`config.mk`:
```
export PLATFORM = sky130hd
export DESIGN_NAME = cks_cell
export DESIGN_NICKNAME = d
export VERILOG_FILES = /design/src/design/cks_pkg.sv /design/src/design/cks_cell.sv
export SDC_FILE = /design/constraint.sdc
export NUM_CORES = 1
export LEC_CHECK = 0
export BUFFER_PORTS_ARGS = -buffer_cell sky130_fd_sc_hd__clkbuf_2
export CAP_MARGIN = 30
export CORE_MARGIN = 2
export CORE_UTILIZATION = 39
export DETAILED_ROUTE_END_ITERATION = 7
export GPL_TIMING_DRIVEN = 0
export HOLD_SLACK_MARGIN = 0.05
export PLACE_DENSITY = 0.77
export SLEW_MARGIN = 10
export SYNTH_ARGS = -nofsm -noshare
export SYNTH_HDL_FRONTEND = slang
export SYNTH_SLANG_ARGS = --single-unit
```
`constraint.sdc`:
```
create_clock -name clk -period 4 [get_ports clk]
set_input_delay 0.8 -clock clk [delete_from_list [all_inputs] [get_ports clk]]
set_output_delay 0.8 -clock clk [all_outputs]
set_load 0.01 [all_outputs]
```
`src/design/cks_pkg.sv`:
```
// Shared types, constants and key compare for the composite key insertion sorter.
// No dependencies; used by the interfaces, the cell and the top level.
`default_nettype none
package cks_pkg;

  localparam int CAPACITY    = 64;
  localparam int MAX_RESULTS = 64;
  localparam int ID_W        = 16;
  localparam int CNT_W       = 8;
  localparam int RANK_W      = 16;
  localparam int ME_W        = 7;
  localparam int EMIT_W      = $clog2(MAX_RESULTS + 1);
  localparam int CFG_AW      = 3;
  localparam int CFG_DW      = 32;

  localparam logic [ME_W-1:0]   MAX_EMITTED_RESET = ME_W'(30);
  localparam logic [CFG_AW-1:0] REG_MAX_EMITTED   = CFG_AW'(0);
  localparam logic              KIND_LOAD         = 1'b0;
  localparam logic              KIND_FLUSH        = 1'b1;

  typedef struct packed {
    logic [ID_W-1:0]   id;
    logic [CNT_W-1:0]  count;
    logic [RANK_W-1:0] rank;
  } rec_t;

  typedef struct packed {
    logic load;
    logic pop;
    logic clear;
    rec_t key;
  } cell_ctrl_t;

  function automatic logic beats(input rec_t a, input rec_t b);
    logic res;
    if (a.count != b.count) begin
      res = a.count > b.count;
    end else begin
      res = a.rank > b.rank;
    end
    return res;
  endfunction

endpackage
`default_nettype wire

```
`src/design/cks_cell.sv`:
```
// One slot of the sorted chain: holds a record, inserts or shifts on load, shifts on pop.
// Depends on cks_pkg.
`default_nettype none
module cks_cell (
  input  wire logic              clk,
  input  wire logic              rst_n,
  input  wire cks_pkg::cell_ctrl_t ctrl,
  input  wire logic              left_ins,
  input  wire logic              left_valid,
  input  wire cks_pkg::rec_t     left_rec,
  input  wire logic              right_valid,
  input  wire cks_pkg::rec_t     right_rec,
  output logic                   ins,
  output logic                   valid,
  output cks_pkg::rec_t          rec
);
  import cks_pkg::*;

  logic valid_r, valid_nxt;
  rec_t rec_r, rec_nxt;

  assign ins   = !valid_r || beats(ctrl.key, rec_r);
  assign valid = valid_r;
  assign rec   = rec_r;

  always_comb begin
    valid_nxt = valid_r;
    rec_nxt   = rec_r;
    if (ctrl.clear) begin
      valid_nxt = 1'b0;
    end else if (ctrl.pop) begin
      valid_nxt = right_valid;
      rec_nxt   = right_rec;
    end else if (ctrl.load && ins) begin
      if (left_ins) begin
        valid_nxt = left_valid;
        rec_nxt   = left_rec;
      end else begin
        valid_nxt = 1'b1;
        rec_nxt   = ctrl.key;
      end
    end
  end

  always_ff @(posedge clk) begin
    if (!rst_n) begin
      valid_r <= 1'b0;
    end else begin
      valid_r <= valid_nxt;
    end
    rec_r <= rec_nxt;
  end
endmodule
`default_nettype wire

```
==> flow_summary_export.csv <==
group,metric,value,unit
run_status,outcome,"completed",
setup_path,crit_fanout,2,
setup_path,critPathKind,"primary input to primary output",
place,dp_hpwl,6112,µm
setup_path,required,3200,ps
finish,drive_gt1_share,41.52,%
sta,fin_crit,3172,ps
worst_hold_path,hold_path.class,"flip-flop to flip-flop",
grt,grt_pass1_vias,2543,
power_and_ir_drop,total_power,1.095,mW
sta,slew_violations,0,
setup_path,critPathLaunchType,"primary input",
detailed_routing,drt_iter0_markers,83,
finish,layout.cells.non_filler,544,
setup_path,rr_worst_depth,9,
grt,grt_pass1_wl,11360,µm
floorplan,rows,30,
finish,syn_to_final_growth,39.09,%
sta,fin_skew,4.104,ps
floorplan,fp.dieW,87.77,µm
yosys,synthDistinctLibCells,28,
setup_path,crit_chain,"clkbuf_2 -> ha_1 -> a21oi_1 -> o21ai_1 -> a221o_1 -> nor3_2 -> nand2b_1 -> nand3_1 -> clkbuf_2",
floorplan,die_area,7703,µm²
cts,post-cts-setup-buffers,0,
cts,cts_buffers,5,
sta,fin_crit_sh,79.29,%
grt,grt.overflow.total,0,
floorplan,io_pins,170,
setup_path,max_stage_delay,330,ps
cts,cts_hold_buf,0,
yosys,synth_fp_nets,424,
sta,setup_viol,0,
worst_hold_path,worstHoldPathCells,2,
detailed_routing,vias_per_cell,4.803,
yosys,synth_top_area_cell,"edfxtp_1",
job,maxCapViolCount,0,
power_and_ir_drop,p_leak,1.957,nW
sta,max_freq,315.3,MHz
place,gp_congestion,0.7762,
place,post-place-cells,536,
detailed_routing,finalWirelength,7560,µm
detailed_routing,wire_per_inst,13.90,µm
cts,cts_buffer_depth,2,
yosys,synth-seq-cells,41,
detailed_routing,ant_nets,0,
finish,antenna_cells,0,
finish,finalInstanceArea,3806,µm²
cts,cts_tree,"built",
yosys,netlist.area_leader.share,43.90,%
grt,antenna_found_initial,0,
sta,final_hold_viol_count,0,
power_and_ir_drop,power.density,287.7,nW/µm²
yosys,synth_area_leaders,"edfxtp_1, mux2i_1, ha_1",
floorplan,initial_utilization,40.28,%
cts,cts_resized,0,
yosys,avgSynthCellArea,10.06,µm²
place,dpl-instance-area,3720,µm²
yosys,syn_inst,272,
floorplan,die_h,87.77,µm
cts,path_clk_slew,90,ps
cts,cts_sinks,41,
yosys,synth_edf_count,40,
setup_path,cp_slowest_cell,"a221o_1",
sta,rsz0062_at_grt,"false",
setup_path,end_kind,"primary output",
yosys,yosysMostFrequentCell,"nand2_1",
detailed_routing,vias,2613,
power_and_ir_drop,ir_drop,0.1528,mV
sta,max_slew.worst_pin.slew,489.1,ps
grt,grt_use_total,19.23,%
yosys,synth_area,2736,µm²
floorplan,core-area,6794,µm²
yosys,ys_seq_area_share,44.63,%
yosys,async_flop_share,0,%
place,port_buffers,167,
grt,grt_max_degree,31,
detailed_routing,first_pass_iters,4,
detailed_routing,drc,0,
finish,fin_nets,599,
yosys,synth_warnings,0,
setup_path,critPathArrivalTime,2370,ps
yosys,synth_flop_cell,"edfxtp_1",
setup_path,cp_common_cell,"clkbuf_2",
cts,clock_latency,300,ps
yosys,ys_top_cells_by_count,"nand2_1, mux2i_1, edfxtp_1, o21ai_0, inv_1",
sta,max-slew-margin-rel,67.40,%
cts,root_buffer,"clkbuf_8",
cts,cts_htree_levels,2,
==> where the power goes <==
part,internal (mW),total (mW),leakage [nW],switching (mW)
clock network,0.121,0.288,0.0439,0.167
registers,0.513,0.526,0.395,0.0129
logic,0.133,0.281,1.52,0.148
==> metal layers <==
layer	share of wire, %	wire length (µm)	up-vias	GRT usage (%)
met4	1.1	81	0	5.594
met1	41	3080	1168	21.66
met3	7.3	553	6	5.749
met5	0	0	-	0
li1	-	-	1329	-
met2	51	3844	110	34.99
==> critical path: cells and delay by family <==
kind / cells / cell delay, ps
buffers and inverters: 2 / 240
adder cells (fa/ha/maj): 1 / 320
AO/OA/AOI/OAI: 3 / 610
AND/OR/NAND/NOR: 3 / 400
==> logic make-up after synthesis <==
logic type / Yosys count / synth area share, %
AND/OR/NAND/NOR: 66 / 11.07
AO/OA/AOI/OAI: 60 / 12.67
multiplexers: 41 / 15.00
flip-flops: 41 / 44.63
buffers and inverters: 40 / 5.670
adder cells (fa/ha/maj): 24 / 10.97
==> metrics by stage <==
stage / worst slack (ps) / setup TNS (ps) / hold WS, ps / util (%)
after floorplan: 530.5 / 0 / 502.7 / -
after global placement: -234.2 / -9333 / 481.3 / 54.38
after detailed placement: 740.9 / 0 / 503.7 / 54.75
after CTS: 794.5 / 0 / 516.5 / 56.02
after global routing: 663.0 / 0 / 538.1 / 56.02
final: 828.4 / 0 / 510.7 / 56.02
==> final timing paths <==
check | start | end | slack (ps)
worst max-delay path | ctrl[5] | ins | 830
worst min-delay path | valid | valid | 510
worst max register to register | rec[1] | rec[0] | 1260
worst min register to register | valid | valid | 510
==> area by class of cell <==
| class | instances | area, µm² |
|---|---|---|
| buffer | 14 | 57.56 |
| clock buffer | 5 | 68.82 |
| clock inverter | 3 | 17.52 |
| fill | 613 | 2988 |
| inverter | 26 | 97.59 |
| multi-input combinational | 191 | 1368 |
| sequential | 41 | 1221 |
| tap | 96 | 120.1 |
| timing repair buffer | 168 | 855.8 |
==> flip-flops by register name, indices dropped and copies added (netlist names) <==
name,cells
rec,40
valid,1
==> placed cells by master (no fill, tap or decap), types with 2 or more instances in the layout <==
cell type,n
a21o_1,2
a21oi_1,9
buf_2,4
clkbuf_1,10
clkbuf_2,167
clkbuf_8,5
clkinv_2,2
edfxtp_1,40
ha_1,24
inv_1,26
mux2i_1,41
nand2_1,44
nand3_1,4
nand4_1,5
nor2_1,4
nor2b_1,3
o211ai_1,2
o21ai_0,40
Note: power is estimated with default switching activity, not from simulation.
